===== src/hdl/ufr_pkg.sv =====
package ufr_pkg;

    // register indexes of the configuration port
    localparam int unsigned CFG_IDX_W = 1;
    localparam int unsigned CFG_DATA_W = 16;
    localparam logic [CFG_IDX_W-1:0] REG_START_BYTE = 1'b0;
    localparam logic [CFG_IDX_W-1:0] REG_TIMEOUT    = 1'b1;

    localparam logic [7:0]  START_BYTE_RESET = 8'd170;
    localparam logic [15:0] TIMEOUT_RESET    = 16'd100;

    // crc-8/smbus
    localparam logic [7:0] CRC_POLY   = 8'h07;
    localparam logic [7:0] CRC_INIT   = 8'h00;
    localparam logic [3:0] CRC_SPAN   = 4'd10;
    localparam int unsigned ADDR_BYTES = 6;

    typedef enum logic {
        K_BYTE = 1'b0,
        K_TICK = 1'b1
    } t_kind;

    typedef enum logic [1:0] {
        ST_GOOD    = 2'd0,
        ST_CRC_ERR = 2'd1,
        ST_TIMEOUT = 2'd2
    } t_status;

    typedef enum logic {
        S_HUNT    = 1'b0,
        S_COLLECT = 1'b1
    } t_rx_state;

    typedef struct packed {
        logic                  we;
        logic [CFG_IDX_W-1:0]  index;
        logic [CFG_DATA_W-1:0] data;
    } t_cfg_wr;

    // classified item passed from front to back
    typedef struct packed {
        t_kind      kind;
        logic       is_start;
        logic [7:0] data;
    } t_cmd;

    typedef struct packed {
        t_status                 status;
        logic [8*ADDR_BYTES-1:0] address;
        logic [7:0]              command;
        logic [7:0]              payload;
    } t_result;

    // one byte of crc-8, msb first
    function automatic logic [7:0] crc8_step(input logic [7:0] crc, input logic [7:0] b);
        logic [7:0] c;
        c = crc ^ b;
        for (int k = 0; k < 8; k++) begin
            if (c[7]) begin
                c = {c[6:0], 1'b0} ^ CRC_POLY;
            end else begin
                c = {c[6:0], 1'b0};
            end
        end
        return c;
    endfunction

endpackage


===== src/hdl/uart_frame_receiver_crc8_top.sv =====
// channel   | handshake        | fields
// ----------+------------------+----------------------------------------------
// input     | push / full      | i_opcode, i_rx_byte
// result    | empty / pop      | o_status, o_address, o_command, o_payload
// config    | i_cfg_we         | i_cfg_index, i_cfg_data
//
// one item per cycle sustained; the back end retires one queued item per cycle
// while the result queue is not full, writing into that queue the result of each
// item that closes a frame, whose result then shows on the ports until popped
// reset is synchronous, active low, and empties both queues
// full rises only when the item queue fills, which happens when the result
// queue is full and pop stays low
module uart_frame_receiver_crc8_top
    import ufr_pkg::*;
#(
    parameter int unsigned CMD_DEPTH = 4,
    parameter int unsigned RES_DEPTH = 4
) (
    input  logic                  i_clk,
    input  logic                  i_rst_n,
    input  logic                  push,
    output logic                  full,
    input  logic                  i_opcode,
    input  logic [7:0]            i_rx_byte,
    output logic                  empty,
    input  logic                  pop,
    output logic [1:0]            o_status,
    output logic [47:0]           o_address,
    output logic [7:0]            o_command,
    output logic [7:0]            o_payload,
    input  logic                  i_cfg_we,
    input  logic [CFG_IDX_W-1:0]  i_cfg_index,
    input  logic [CFG_DATA_W-1:0] i_cfg_data
);

    t_cfg_wr cfg;
    t_cmd    front_cmd;
    t_cmd    q_cmd;
    logic    cmd_empty;
    logic    cmd_pop;
    logic    res_full;
    logic    res_push;
    t_result back_res;
    t_result q_res;

    assign cfg.we    = i_cfg_we;
    assign cfg.index = i_cfg_index;
    assign cfg.data  = i_cfg_data;

    // front: register start byte and classify items
    ufr_front u_front (
        .i_clk     (i_clk),
        .i_rst_n   (i_rst_n),
        .i_cfg     (cfg),
        .i_opcode  (i_opcode),
        .i_rx_byte (i_rx_byte),
        .o_cmd     (front_cmd)
    );

    // item queue between front and back
    ufr_fifo #(
        .DEPTH (CMD_DEPTH),
        .WIDTH ($bits(t_cmd))
    ) u_cmd_q (
        .i_clk   (i_clk),
        .i_rst_n (i_rst_n),
        .i_push  (push),
        .i_data  (front_cmd),
        .i_pop   (cmd_pop),
        .o_data  (q_cmd),
        .o_full  (full),
        .o_empty (cmd_empty)
    );

    // back: frame assembly, crc check and timeout
    ufr_back u_back (
        .i_clk       (i_clk),
        .i_rst_n     (i_rst_n),
        .i_cfg       (cfg),
        .i_cmd       (q_cmd),
        .i_cmd_valid (!cmd_empty),
        .o_cmd_pop   (cmd_pop),
        .i_res_full  (res_full),
        .o_res_push  (res_push),
        .o_res       (back_res)
    );

    // result queue toward the consumer
    ufr_fifo #(
        .DEPTH (RES_DEPTH),
        .WIDTH ($bits(t_result))
    ) u_res_q (
        .i_clk   (i_clk),
        .i_rst_n (i_rst_n),
        .i_push  (res_push),
        .i_data  (back_res),
        .i_pop   (pop),
        .o_data  (q_res),
        .o_full  (res_full),
        .o_empty (empty)
    );

    assign o_status  = q_res.status;
    assign o_address = q_res.address;
    assign o_command = q_res.command;
    assign o_payload = q_res.payload;

endmodule


===== src/hdl/ufr_fifo.sv =====
module ufr_fifo #(
    parameter int unsigned DEPTH = 4,
    parameter int unsigned WIDTH = 8
) (
    input  logic             i_clk,
    input  logic             i_rst_n,
    input  logic             i_push,
    input  logic [WIDTH-1:0] i_data,
    input  logic             i_pop,
    output logic [WIDTH-1:0] o_data,
    output logic             o_full,
    output logic             o_empty
);

    localparam int unsigned PW = (DEPTH > 1) ? $clog2(DEPTH) : 1;
    localparam int unsigned CW = $clog2(DEPTH + 1);

    logic [WIDTH-1:0] r_mem [DEPTH];
    logic [PW-1:0]    r_wr_ptr, n_wr_ptr;
    logic [PW-1:0]    r_rd_ptr, n_rd_ptr;
    logic [CW-1:0]    r_count, n_count;
    logic             do_push, do_pop;

    assign o_full  = (r_count == CW'(DEPTH));
    assign o_empty = (r_count == '0);
    assign do_push = i_push && !o_full;
    assign do_pop  = i_pop && !o_empty;
    assign o_data  = r_mem[r_rd_ptr];

    // pointer and count update
    always_comb begin
        n_wr_ptr = r_wr_ptr;
        n_rd_ptr = r_rd_ptr;
        n_count  = r_count;
        if (do_push) begin
            n_wr_ptr = (r_wr_ptr == PW'(DEPTH - 1)) ? '0 : r_wr_ptr + 1'b1;
        end
        if (do_pop) begin
            n_rd_ptr = (r_rd_ptr == PW'(DEPTH - 1)) ? '0 : r_rd_ptr + 1'b1;
        end
        if (do_push && !do_pop) begin
            n_count = r_count + 1'b1;
        end else if (do_pop && !do_push) begin
            n_count = r_count - 1'b1;
        end
    end

    always_ff @(posedge i_clk) begin
        if (!i_rst_n) begin
            r_wr_ptr <= '0;
            r_rd_ptr <= '0;
            r_count  <= '0;
        end else begin
            r_wr_ptr <= n_wr_ptr;
            r_rd_ptr <= n_rd_ptr;
            r_count  <= n_count;
        end
    end

    // storage
    always_ff @(posedge i_clk) begin
        if (do_push) begin
            r_mem[r_wr_ptr] <= i_data;
        end
    end

endmodule


===== src/hdl/ufr_front.sv =====
module ufr_front
    import ufr_pkg::*;
(
    input  logic       i_clk,
    input  logic       i_rst_n,
    input  t_cfg_wr    i_cfg,
    input  logic       i_opcode,
    input  logic [7:0] i_rx_byte,
    output t_cmd       o_cmd
);

    logic [7:0] r_start_byte;

    // start byte register
    always_ff @(posedge i_clk) begin
        if (!i_rst_n) begin
            r_start_byte <= START_BYTE_RESET;
        end else if (i_cfg.we && (i_cfg.index == REG_START_BYTE)) begin
            r_start_byte <= i_cfg.data[7:0];
        end
    end

    // classify the item: tick or byte, and whether the byte opens a frame
    always_comb begin
        o_cmd.kind     = i_opcode ? K_TICK : K_BYTE;
        o_cmd.is_start = (i_rx_byte == r_start_byte);
        o_cmd.data     = i_rx_byte;
    end

endmodule


===== src/hdl/ufr_back.sv =====
module ufr_back
    import ufr_pkg::*;
(
    input  logic    i_clk,
    input  logic    i_rst_n,
    input  t_cfg_wr i_cfg,
    input  t_cmd    i_cmd,
    input  logic    i_cmd_valid,
    output logic    o_cmd_pop,
    input  logic    i_res_full,
    output logic    o_res_push,
    output t_result o_res
);

    t_rx_state                r_state, n_state;
    logic [3:0]               r_byte_index, n_byte_index;
    logic [7:0]               r_crc, n_crc;
    logic [8*ADDR_BYTES-1:0]  r_address, n_address;
    logic [7:0]               r_command, n_command;
    logic [7:0]               r_payload, n_payload;
    logic [15:0]              r_tick_count, n_tick_count;
    logic [15:0]              r_timeout;
    logic [15:0]              limit;
    logic [15:0]              tick_inc;
    logic [7:0]               crc_next;
    logic                     fire;
    logic                     timed_out;
    logic                     frame_end;

    // timeout register
    always_ff @(posedge i_clk) begin
        if (!i_rst_n) begin
            r_timeout <= TIMEOUT_RESET;
        end else if (i_cfg.we && (i_cfg.index == REG_TIMEOUT)) begin
            r_timeout <= i_cfg.data;
        end
    end

    assign fire      = i_cmd_valid && !i_res_full;
    assign o_cmd_pop = fire;

    // shared datapath terms
    assign limit     = (r_timeout == '0) ? 16'd1 : r_timeout;
    assign tick_inc  = (r_tick_count == 16'hFFFF) ? r_tick_count : r_tick_count + 16'd1;
    assign timed_out = (tick_inc >= limit);
    assign crc_next  = crc8_step((r_state == S_HUNT) ? CRC_INIT : r_crc, i_cmd.data);
    assign frame_end = (r_byte_index >= CRC_SPAN);

    // next state
    always_comb begin
        n_state = r_state;
        if (fire) begin
            unique case (r_state)
                S_HUNT: begin
                    if (i_cmd.kind == K_BYTE && i_cmd.is_start) begin
                        n_state = S_COLLECT;
                    end
                end
                S_COLLECT: begin
                    if (i_cmd.kind == K_TICK) begin
                        if (timed_out) begin
                            n_state = S_HUNT;
                        end
                    end else if (frame_end) begin
                        n_state = S_HUNT;
                    end
                end
                default: n_state = S_HUNT;
            endcase
        end
    end

    // frame registers and result
    always_comb begin
        n_byte_index = r_byte_index;
        n_crc        = r_crc;
        n_address    = r_address;
        n_command    = r_command;
        n_payload    = r_payload;
        n_tick_count = r_tick_count;
        o_res_push   = 1'b0;
        o_res.status = ST_GOOD;
        o_res.address = '0;
        o_res.command = '0;
        o_res.payload = '0;
        if (fire) begin
            unique case (r_state)
                S_HUNT: begin
                    if (i_cmd.kind == K_BYTE && i_cmd.is_start) begin
                        n_byte_index = 4'd1;
                        n_crc        = crc_next;
                        n_address    = '0;
                        n_command    = '0;
                        n_payload    = '0;
                        n_tick_count = '0;
                    end
                end
                S_COLLECT: begin
                    if (i_cmd.kind == K_TICK) begin
                        n_tick_count = tick_inc;
                        if (timed_out) begin
                            o_res_push   = 1'b1;
                            o_res.status = ST_TIMEOUT;
                            n_byte_index = '0;
                        end
                    end else if (frame_end) begin
                        o_res_push   = 1'b1;
                        n_byte_index = '0;
                        if (r_crc == i_cmd.data) begin
                            o_res.status  = ST_GOOD;
                            o_res.address = r_address;
                            o_res.command = r_command;
                            o_res.payload = r_payload;
                        end else begin
                            o_res.status = ST_CRC_ERR;
                        end
                    end else begin
                        n_crc        = crc_next;
                        n_byte_index = r_byte_index + 4'd1;
                        for (int k = 0; k < ADDR_BYTES; k++) begin
                            if (r_byte_index == 4'(k + 2)) begin
                                n_address[8*k +: 8] = i_cmd.data;
                            end
                        end
                        if (r_byte_index == 4'd8) begin
                            n_command = i_cmd.data;
                        end
                        if (r_byte_index == 4'd9) begin
                            n_payload = i_cmd.data;
                        end
                    end
                end
                default: n_byte_index = '0;
            endcase
        end
    end

    // control registers
    always_ff @(posedge i_clk) begin
        if (!i_rst_n) begin
            r_state      <= S_HUNT;
            r_byte_index <= '0;
            r_tick_count <= '0;
        end else begin
            r_state      <= n_state;
            r_byte_index <= n_byte_index;
            r_tick_count <= n_tick_count;
        end
    end

    // frame payload registers; address, command and payload are cleared when a frame starts
    always_ff @(posedge i_clk) begin
        r_crc     <= n_crc;
        r_address <= n_address;
        r_command <= n_command;
        r_payload <= n_payload;
    end

endmodule


===== config.mk =====
export PLATFORM = sky130hd
export DESIGN_NAME = uart_frame_receiver_crc8_top
export DESIGN_NICKNAME = d
export VERILOG_FILES = /design/src/hdl/ufr_pkg.sv /design/src/hdl/uart_frame_receiver_crc8_top.sv /design/src/hdl/ufr_fifo.sv /design/src/hdl/ufr_front.sv /design/src/hdl/ufr_back.sv
export SDC_FILE = /design/constraint.sdc
export NUM_CORES = 1
export LEC_CHECK = 0
export BUFFER_PORTS_ARGS = -buffer_cell sky130_fd_sc_hd__buf_2
export CAP_MARGIN = 20
export CORE_MARGIN = 2
export CORE_UTILIZATION = 55
export DETAILED_ROUTE_END_ITERATION = 16
export GPL_ROUTABILITY_DRIVEN = 1
export GPL_TIMING_DRIVEN = 0
export HOLD_SLACK_MARGIN = 0.15
export MAX_ROUTING_LAYER = met4
export PLACE_DENSITY = 0.73
export SLEW_MARGIN = 20
export SYNTH_ARGS = -nofsm -noshare
export SYNTH_HDL_FRONTEND = slang
export SYNTH_HIERARCHICAL = 1
export SYNTH_SLANG_ARGS = --single-unit

===== constraint.sdc =====
create_clock -name i_clk -period 5.9 [get_ports i_clk]
set_clock_uncertainty 0.1 [all_clocks]
set_input_delay 1.18 -clock i_clk [delete_from_list [all_inputs] [get_ports i_clk]]
set_output_delay 1.18 -clock i_clk [all_outputs]
set_load 0.005 [all_outputs]

Yosys cells after proc, flatten, opt, wreduce, memory -nomap -nowiden
Memories as Yosys holds them, arrays and structs flattened. A register that Yosys moved wholly into a read port is not among the register bits. Index checks and enable logic that the tools add are counted.

Input port bits: 31. Memories kept: 2. Register bits after elaboration: 131. Word-level logic and storage cells: 189. Bits in writable memories: 304.

Eq/ne operators: 30. Multiplexer cells: 77. Magnitude comparators: 2. Bitwise gates (word level): 12. Reduce and logical (&&, ||, !) cells: 36. $add $sub $neg: 10.

Memories: u_res_q.r_mem (depth 4, bits a word 66, read ports 1, clocked after memory_dff 1, wr ports 1, RTL line ufr_fifo.sv:18) `logic [WIDTH-1:0] r_mem [DEPTH];`; u_cmd_q.r_mem (depth 4, bits a word 10, read ports 1, clocked after memory_dff 1, wr ports 1, RTL line ufr_fifo.sv:18).

Operators with widths (count): $mux 66 (3); $mux 48 (3); $mux 8 (17); $mux 64 (2); $pmux 48 s2 (1); $mux 16 (4); $pmux 8 s2 (3); $reduce_and 5->1 (8); $mux 3 (12); $pmux 16 s2 (1); $not 3->3 (8); $ne 2x2->1 const B (11); $mux 2 (10); $add 16x1->16 const B (1); $eq 16x16->1 const B (1); $eq 4x3->1 const B (4); $eq 8x8->1 (2); $ge 16x16->1 (1); $logic_not 16->1 (1); $mux 4 (4); $mux 1 (15); $logic_and 1x1->1 (12); $add 2x1->2 const B (4); $eq 2x2->1 const B (4); other kinds (18) (35).

Longest topological paths before layout
Gate-level depths: netlist (run 1).

Depth in word-level cells: 21. Mapped depth: 22. Gate-level depth less buffers: 18.

Modules after synthesis
The synthesis (run 1) kept the hierarchy.

Modules (own cells, without submodules): ufr_fifo at u_res_q (cells each 395, instances 1, area each 9993.3 µm², sequential area each 8107.8 µm²); ufr_back (cells each 563, instances 1, area each 5719.2 µm², sequential area each 2902.8 µm²); ufr_fifo at u_cmd_q (cells each 103, instances 1, area each 1915.6 µm², sequential area each 1381.3 µm²); ufr_front (cells each 56, instances 1, area each 446.7 µm², sequential area each 160.2 µm²); uart_frame_receiver_crc8_top (cells each 1, instances 1, area each 3.8 µm², sequential area each 0.0 µm²).

Worst setup path after synthesis (run 1)
Ideal clock, no wire load.

Kind: flip-flop to flip-flop. Start point: reg u_back.r_tick_count[2]. End point: mem u_res_q/r_mem[0][0] in the netlist's numbering (enable). Clock period less this slack: 4.739 ns. Cell stages (with the launch flop): 16. Arrival: 4.208 ns. Setup slack: 1.161 ns. Path buffers: 3. Setup time: 0.431 ns. Cell sequence: dfxtp_1 -> buf_2 -> and4_4 -> and3_1 -> buf_6 -> nand4_1 -> a21o_1 -> ha_1 -> nand4_1 -> nor4_1 -> a32oi_1 -> nand2_1 -> and3_1 -> nor2b_1 -> buf_2 -> and2_1.

Longest elaborated chain between the ends: 10. Elaborated cells on any way between the ends: 11.

Ends and longest elaborated chain: start, declared (RTL line ufr_back.sv:21) `logic [15:0] r_tick_count, n_tick_count;`; start signal, assigned (RTL line ufr_back.sv:147) `r_tick_count <= n_tick_count;`; $add 16x1->16 / $eq 16x16->1 (equally long branches) (RTL line ufr_back.sv:44) `assign tick_inc = (r_tick_count == 16'hFFFF) ? r_tick_count : r_tick_count + 16'd1;`; $mux 16 (*) (RTL line ufr_back.sv:44); $ge 16x16->1 (*) (RTL line ufr_back.sv:45) `assign timed_out = (tick_inc >= limit);`; $mux 1 (*) (RTL line ufr_back.sv:101) `if (timed_out) begin`; $mux 1 (*) (RTL line ufr_back.sv:99) `if (i_cmd.kind == K_TICK) begin`; $mux 1 (*) (RTL line ufr_back.sv:87) `unique case (r_state)`; $mux 1 (*) (RTL line ufr_back.sv:86) `if (fire) begin`; named net res_push (RTL line uart_frame_receiver_crc8_top.sv:42) `logic res_push;`; $logic_and 1x1->1 (*) (RTL line ufr_fifo.sv:26) `assign do_push = i_push && !o_full;`; named net u_res_q.do_push (RTL line ufr_fifo.sv:22) `logic do_push, do_pop;`; $mux 1 (*) (RTL line ufr_fifo.sv:62) `if (do_push) begin`; $mux 1 (not written as such) (*) (RTL line ufr_fifo.sv:63) `r_mem[r_wr_ptr] <= i_data;`; end, declared (RTL line ufr_fifo.sv:18).

The timed path passes the listed nets; every way through them passes the cells marked *.

Worst setup path after layout (run 1)
Start point: reg u_back.r_tick_count[2]. End point: reg u_res_q.r_count[2].

Longest elaborated chain between the ends: 11. Elaborated cells on any way between the ends: 14.

Ends and longest elaborated chain: $add 16x1->16 / $eq 16x16->1 (equally long branches) (RTL line ufr_back.sv:44); $mux 16 (*) (RTL line ufr_back.sv:44); $ge 16x16->1 (*) (RTL line ufr_back.sv:45); $mux 1 (*) (RTL line ufr_back.sv:101); $mux 1 (*) (RTL line ufr_back.sv:99); $mux 1 (*) (RTL line ufr_back.sv:87); $mux 1 (*) (RTL line ufr_back.sv:86); named net res_push (RTL line uart_frame_receiver_crc8_top.sv:42); $logic_and 1x1->1 (*) (RTL line ufr_fifo.sv:26); named net u_res_q.do_push (RTL line ufr_fifo.sv:22); $logic_not 1->1 (RTL line ufr_fifo.sv:43) `end else if (do_pop && !do_push) begin`; $logic_and 1x1->1 (RTL line ufr_fifo.sv:43); $reduce_bool 2->1 (no source line); end signal, assigned (RTL line ufr_fifo.sv:56) `r_count <= n_count;`; end, declared (RTL line ufr_fifo.sv:21) `logic [CW-1:0] r_count, n_count;`.

Marked as above. A chain may end at the register's enable or synchronous reset.

==> flow_summary.ini, run 1 <==
[run_status]
status = completed

[synth]
netlist_area_sq_mm = 0.01808
yosysSeqAreaShare = 0.6943
async_reset_ff_frac = 0
syn_nets = 1184
synth_seq_cells = 439
syn_avg_cell_area_sq_um = 16.17
synth_warnings = 6
synth_top_family_by_area = multiplexers
yosys.area_share.xor_xnor = 0.03052
synth_mux_area_frac = 0.09911
ys_types = 59
yosys.area_share.adder = 0.02505
synth-compound-area-share = 0.03765
synth_cells = 1118
synth-edff-count = 376
synthSimpleGateAreaFrac = 0.08672
synth-main-ff-cell = edfxtp_1

[timing]
max_slew_margin = 0.3317
finalSetupViolCount = 0
finalHoldViolations = 0
post-route-min-period_ps = 4543
clock.fmax_ghz = 0.2201
rsz0062_at_grt = no
fin_setup_tns_ps = 0
slew_viol_final = 0
worst_pin_slew_ps = 1002
fin_crit_sh = 0.7700

[clock_network]
cts_sinks = 439
clock_latency_ps = 540
clock_path_buffers = 3
cts_resized = 0
cts_buffers = 43
htreeDepth = 2
root_buffer = clkbuf_16
clkTransAtPathRegs_ps = 60
cts_setup_buffers = 0
cts_tree = yes
ctsHoldBuffers = 0

[route]
wl_met3_um = 1570
wl_met2_um = 17040
drt-initial-drc-count = 720
drcViolationCount = 0
wl_met1_um = 14110
wl_um = 33350
wire_per_inst_um = 19.15
ant_nets = 0
via_count = 9710
vias_per_cell = 5.577
dr.pass1.iters = 7
highest_layer = met4

[floorplanning]
dieArea_sq_mm = 0.03434
initial_core_util = 0.5571
die_w_um = 185.3
ios = 99
row_count = 66
design.core.area_sq_mm = 0.03245
die_y_um = 185.3

[final_layout]
insertedDiodeCount = 0
final_core_util = 0.6363
finalNetCount = 1330
fin_area_sq_mm = 0.02065
drive_above_1_share = 0.2294
layout.cells.non_filler = 1741
area_delta_synth_final_pct = 14.23

[power]
ir_drop_v = 0.0002566
leakage_uw = 0.006896
power_density_mw_per_mm2 = 394.4

[global_routing]
overflow = 0
grt_use_total = 0.2066
grt_pass1_wl_um = 52670
grt_max_degree = 37
antenna_found_initial = 0
grt_pass1_vias = 9721

[setup_path]
critical_path_arrival_ps = 4900
cp_max_fo = 9
required_ps = 6260
critPathKind = register to register
start_kind = register
crit_path_end_kind = register

[place]
placed_area_sq_mm = 0.01921
place.detailed.hpwl_um = 22240
portBuffers = 97
place_inst = 1661
gp_congestion = 0.8296

[worst_hold_path]
holdCritPathClass = register to register

[flow_run]
max-cap-violations = 0
==> cell type report <==
class / count / area [sq um]
multi-input combinational: 586 / 5055
clock buffer: 57 / 1221
inverter: 32 / 120.1
buffer: 61 / 361.6
clock inverter: 23 / 222.7
tap: 442 / 553.0
sequential: 439 / 12550
timing repair buffer: 101 / 565.5
fill: 2287 / 11800
==> per-stage QoR <==
stage	total power (uW)	hold WS, ps	setup WS (ps)
after floorplan	5002	326.8	1161
after global placement	5447	344.2	-446.5
after detailed placement	5484	351.7	1385
after CTS	8218	360.1	1342
after global routing	8512	378.2	942.6
final	8145	358.0	1357
==> cell usage after synthesis, types with 3 or more instances <==
library cell | n | area share
clkbuf_2 | 6 | 0.0017
a21oi_1 | 37 | 0.010
nor4_1 | 8 | 0.0028
and2_1 | 95 | 0.033
a21boi_1 | 4 | 0.0017
nor3_1 | 7 | 0.0019
a21o_1 | 6 | 0.0025
dfxtp_1 | 63 | 0.070
nand2_1 | 108 | 0.022
xor2_1 | 30 | 0.015
a31oi_1 | 7 | 0.0024
edfxtp_1 | 376 | 0.62
nor3b_1 | 4 | 0.0017
nand3_1 | 19 | 0.0053
nor2_1 | 14 | 0.0029
clkbuf_1 | 17 | 0.0035
inv_1 | 32 | 0.0066
buf_4 | 11 | 0.0046
buf_6 | 8 | 0.0050
xnor2_1 | 33 | 0.016
nand2b_1 | 3 | 0.0010
nand4_1 | 10 | 0.0035
o31ai_1 | 3 | 0.0012
mux4_2 | 76 | 0.095
o21ai_0 | 23 | 0.0064
a22o_1 | 3 | 0.0015
nor2b_1 | 8 | 0.0028
buf_2 | 19 | 0.0053
and3_1 | 5 | 0.0017
ha_1 | 33 | 0.023
mux2i_1 | 8 | 0.0044
o211ai_1 | 5 | 0.0021
==> logic make-up after synthesis <==
| kind of cell | count (synthesis) |
|---|---|
| adder cells (fa/ha/maj) | 35 |
| AND/OR/NAND/NOR | 296 |
| XOR/XNOR | 63 |
| buffers and inverters | 93 |
| multiplexers | 84 |
| AO/OA/AOI/OAI | 108 |
| flip-flops | 439 |
==> power breakdown <==
group / switching (uW) / total (uW) / internal, uW
combinational: 864 / 1570 / 706
clock: 1110 / 2740 / 1630
sequential: 124 / 3840 / 3710
==> critical path: stages, from the launching register on <==
cell      delay (ps)
dfxtp_1          310
buf_2            190
and4_4           280
and3_1           180
buf_6            140
nand3_1          130
nor2_1           160
xor2_1           270
ha_1             220
nand4_1          120
nor4_1           300
a32oi_1          200
nand2_1          120
and3_1           160
nor2b_1          120
buf_2            190
ha_1             200
inv_1             60
fa_1             370
xor2_1           180
or3_1            300
a21boi_0         160
==> flip-flops by register name, summed over array words and instances, names as in the netlist, named ones only <==
register	count
u_back/r_byte_index	4
u_back/r_timeout	16
u_back/r_payload	8
u_cmd_q/r_wr_ptr	2
u_back/r_crc	8
u_res_q/r_wr_ptr	2
u_cmd_q/r_count	3
u_cmd_q/r_mem	40
u_res_q/r_count	3
u_res_q/r_mem	264
u_cmd_q/r_rd_ptr	2
u_front/r_start_byte	8
u_res_q/r_rd_ptr	2
u_back/r_command	8
u_back/r_state	1
u_back/r_tick_count	16
u_back/r_address	48
==> worst paths after layout <==
path	start	endpoint	slack, ps	cells after the start
setup / recovery	u_back/r_tick_count[2]	u_res_q/r_count[2]	1360	21
hold / removal	u_back/r_timeout[0]	u_back/r_timeout[0]	360	2
setup reg to reg	u_back/r_tick_count[2]	u_res_q/r_count[2]	1360	21
hold reg to reg	u_back/r_timeout[0]	u_back/r_timeout[0]	360	2
==> layout by cell type, fill, tap and decap left out, types with 19 or more instances in the layout <==
cell type  Yosys  routed
a21oi_1       37      37
and2_1        95      91
buf_2         19     116
clkbuf_1      17      24
clkbuf_16      0      45
dfxtp_1       63      63
edfxtp_1     376     376
ha_1          33      33
inv_1         32      32
mux4_2        76      76
nand2_1      108     108
nand3_1       19      19
o21ai_0       23      23
xnor2_1       33      33
xor2_1        30      30
==> layer usage <==
layer,global-route usage,up-vias
li1,-,4516
met1,0.2656,4884
met2,0.3507,252
met3,0.02831,58
met4,0.05175,0
met5,-,-
Note: power is estimated with default switching activity, not from simulation.
==> run 2, diff against run 1 <==
clock period = 4.7 ns   (was 5.9 ns; I/O delays follow)
==> flow_summary.ini, run 2 (synthesis gave the netlist of run 1 again) <==
[timing]
finalHoldViolations = 0
slew_viol_final = 0
worst_pin_slew_ps = 1003
finalSetupViolCount = 0
clock.fmax_ghz = 0.2296
fin_crit_sh = 0.9266
fin_setup_tns_ps = 0
post-route-min-period_ps = 4355
max_slew_margin = 0.3315

[route]
ant_nets = 0
vias_per_cell = 5.534
dr.pass1.iters = 5
wl_um = 33940
drt-initial-drc-count = 646
drcViolationCount = 0
wire_per_inst_um = 19.48
via_count = 9641

[final_layout]
drive_above_1_share = 0.2377
top_register = u_res_q/r_mem
final_core_util = 0.6399
nFillCells = 2309
finalNetCount = 1335
final_common_cell = edfxtp_1
insertedDiodeCount = 0
largest_reg_flops = 264
layout_common_cells = edfxtp_1 (376), buf_2 (113), nand2_1 (108), and2_1 (91), mux4_2 (76)
area_delta_synth_final_pct = 14.87
top_regs = u_res_q/r_mem x264, u_back/r_address x48, u_cmd_q/r_mem x40

[global_routing]
grt_pass1_vias = 9583
grt_pass1_wl_um = 53490
overflow = 0
grt_busiest_layer = met2
grt_use_total = 0.2110
met1_usage = 0.2810
antenna_found_initial = 0
grt_max_degree = 40
use_met2 = 0.3440
met3_usage = 0.03008

[setup_path]
timing.rr.end = u_res_q/r_count[2]
required_ps = 5070
cp-endpoint = u_res_q/r_count[2]
reg2regPathDepth = 20
rr_startpoint = u_back/r_tick_count[2]
regToRegSetupSlack_ps = 340
start_kind = register
critical_path_arrival_ps = 4730
crit_path_end_kind = register
cp_max_fo = 9
critPathKind = register to register
startpoint = u_back/r_tick_count[2]

[worst_hold_path]
holdCritPathClass = register to register

[power]
leakage_uw = 0.006945
ir_drop_v = 0.0003086
power_density_mw_per_mm2 = 496.5

[clock_network]
htreeDepth = 2
cts_buffers = 45
clock_path_buffers = 3
root_buffer = clkbuf_16
cts_tree = yes
cts_sinks = 439
clkTransAtPathRegs_ps = 60
clock_latency_ps = 550

[run_status]
status = completed

[flow_run]
max-cap-violations = 0

[floorplanning]
initial_core_util = 0.5571
die_y_um = 185.3
row_count = 66
die_w_um = 185.3
ios = 99
design.core.area_sq_mm = 0.03245
dieArea_sq_mm = 0.03434

[place]
gp_congestion = 0.8414
place.detailed.hpwl_um = 22070
portBuffers = 97
[run 2: cell types whose count changed in the layout (fill, tap and decap cells not counted), sizes merged]
| cell | previous run | this run |
|---|---|---|
| clkinv | 16 | 15 |
| clkbuf | 80 | 78 |
| inv | 33 | 35 |
| buf | 139 | 141 |
| clkinvlp | 2 | 1 |
| bufinv | 4 | 5 |
[run 2: stage by stage]
| stage | setup WS, ps | instances | cell area, sq um | hold WS, ps | total power (uW) |
|---|---|---|---|---|---|
| floorplan | 670.4 | 1118 | 18080 | 326.8 | 6278 |
| global placement | -344.6 | 1657 | 19120 | 353.6 | 6846 |
| detailed placement | 242.2 | 1661 | 19220 | 359.7 | 6883 |
| CTS | 181.3 | 1739 | 20690 | 366.7 | 10410 |
| global route | -13.18 | 1742 | 20770 | 392.6 | 10790 |
| finish | 344.8 | 1742 | 20770 | 365.4 | 10310 |
[run 2: report_power, final]
group	switching, uW	leakage [uW]	internal (uW)
Combinational	1100	0.00245	892
Sequential	149	0.00378	4660
Clock	1430	0.000717	2090
[run 2: worst min-delay path by stage]
| stage | start | endpoint | slack, ps | depth (start not counted) |
|---|---|---|---|---|
| floorplan | u_back/r_tick_count[8] | u_back/r_tick_count[8] | 330 | 1 |
| global placement | u_back/r_tick_count[8] | u_back/r_tick_count[8] | 350 | 1 |
| detailed placement | u_front/r_start_byte[4] | u_front/r_start_byte[4] | 360 | 2 |
| CTS | u_front/r_start_byte[4] | u_front/r_start_byte[4] | 370 | 2 |
| global route | u_front/r_start_byte[2] | u_front/r_start_byte[2] | 390 | 2 |
| finish | u_front/r_start_byte[4] | u_front/r_start_byte[4] | 370 | 2 |
[run 2: critical path: stages (launching register included)]
cell,delay [ps]
dfxtp_1,310
clkbuf_4,180
and4_4,270
nand4_4,180
or2_1,290
buf_6,140
xnor2_1,130
ha_1,290
nand2b_1,150
a2111o_1,420
a32oi_2,280
nand2_1,100
and3_1,200
nor2b_1,120
buf_4,170
ha_2,190
inv_1,60
fa_1,170
xor2_1,70
or3_1,300
a21boi_0,160
[run 2: timing repair]
item	in CTS	in global routing
buffers inserted	0	3
gates resized for setup	0	15
endpoints found under the setup margin	0	135
hold buffers	0	0
[run 2: area by class of cell]
class | count | area (sq um) | area share
Tap cell | 442 | 553.0 | 0.02663
Sequential cell | 439 | 12550 | 0.6045
Buffer | 61 | 369.1 | 0.01777
Multi-Input combinational cell | 586 | 5102 | 0.2457
Timing Repair Buffer | 104 | 603.1 | 0.02904
Inverter | 32 | 120.1 | 0.005784
Clock buffer | 54 | 1191 | 0.05736
Clock inverter | 24 | 274.0 | 0.01320
[run 2: layer usage]
| layer | wire length, um | up-vias |
|---|---|---|
| met1 | 14570 | 4800 |
| met4 | 829 | 0 |
| met2 | 16890 | 258 |
| met5 | 0 | - |
| met3 | 1648 | 61 |
| li1 | - | 4522 |
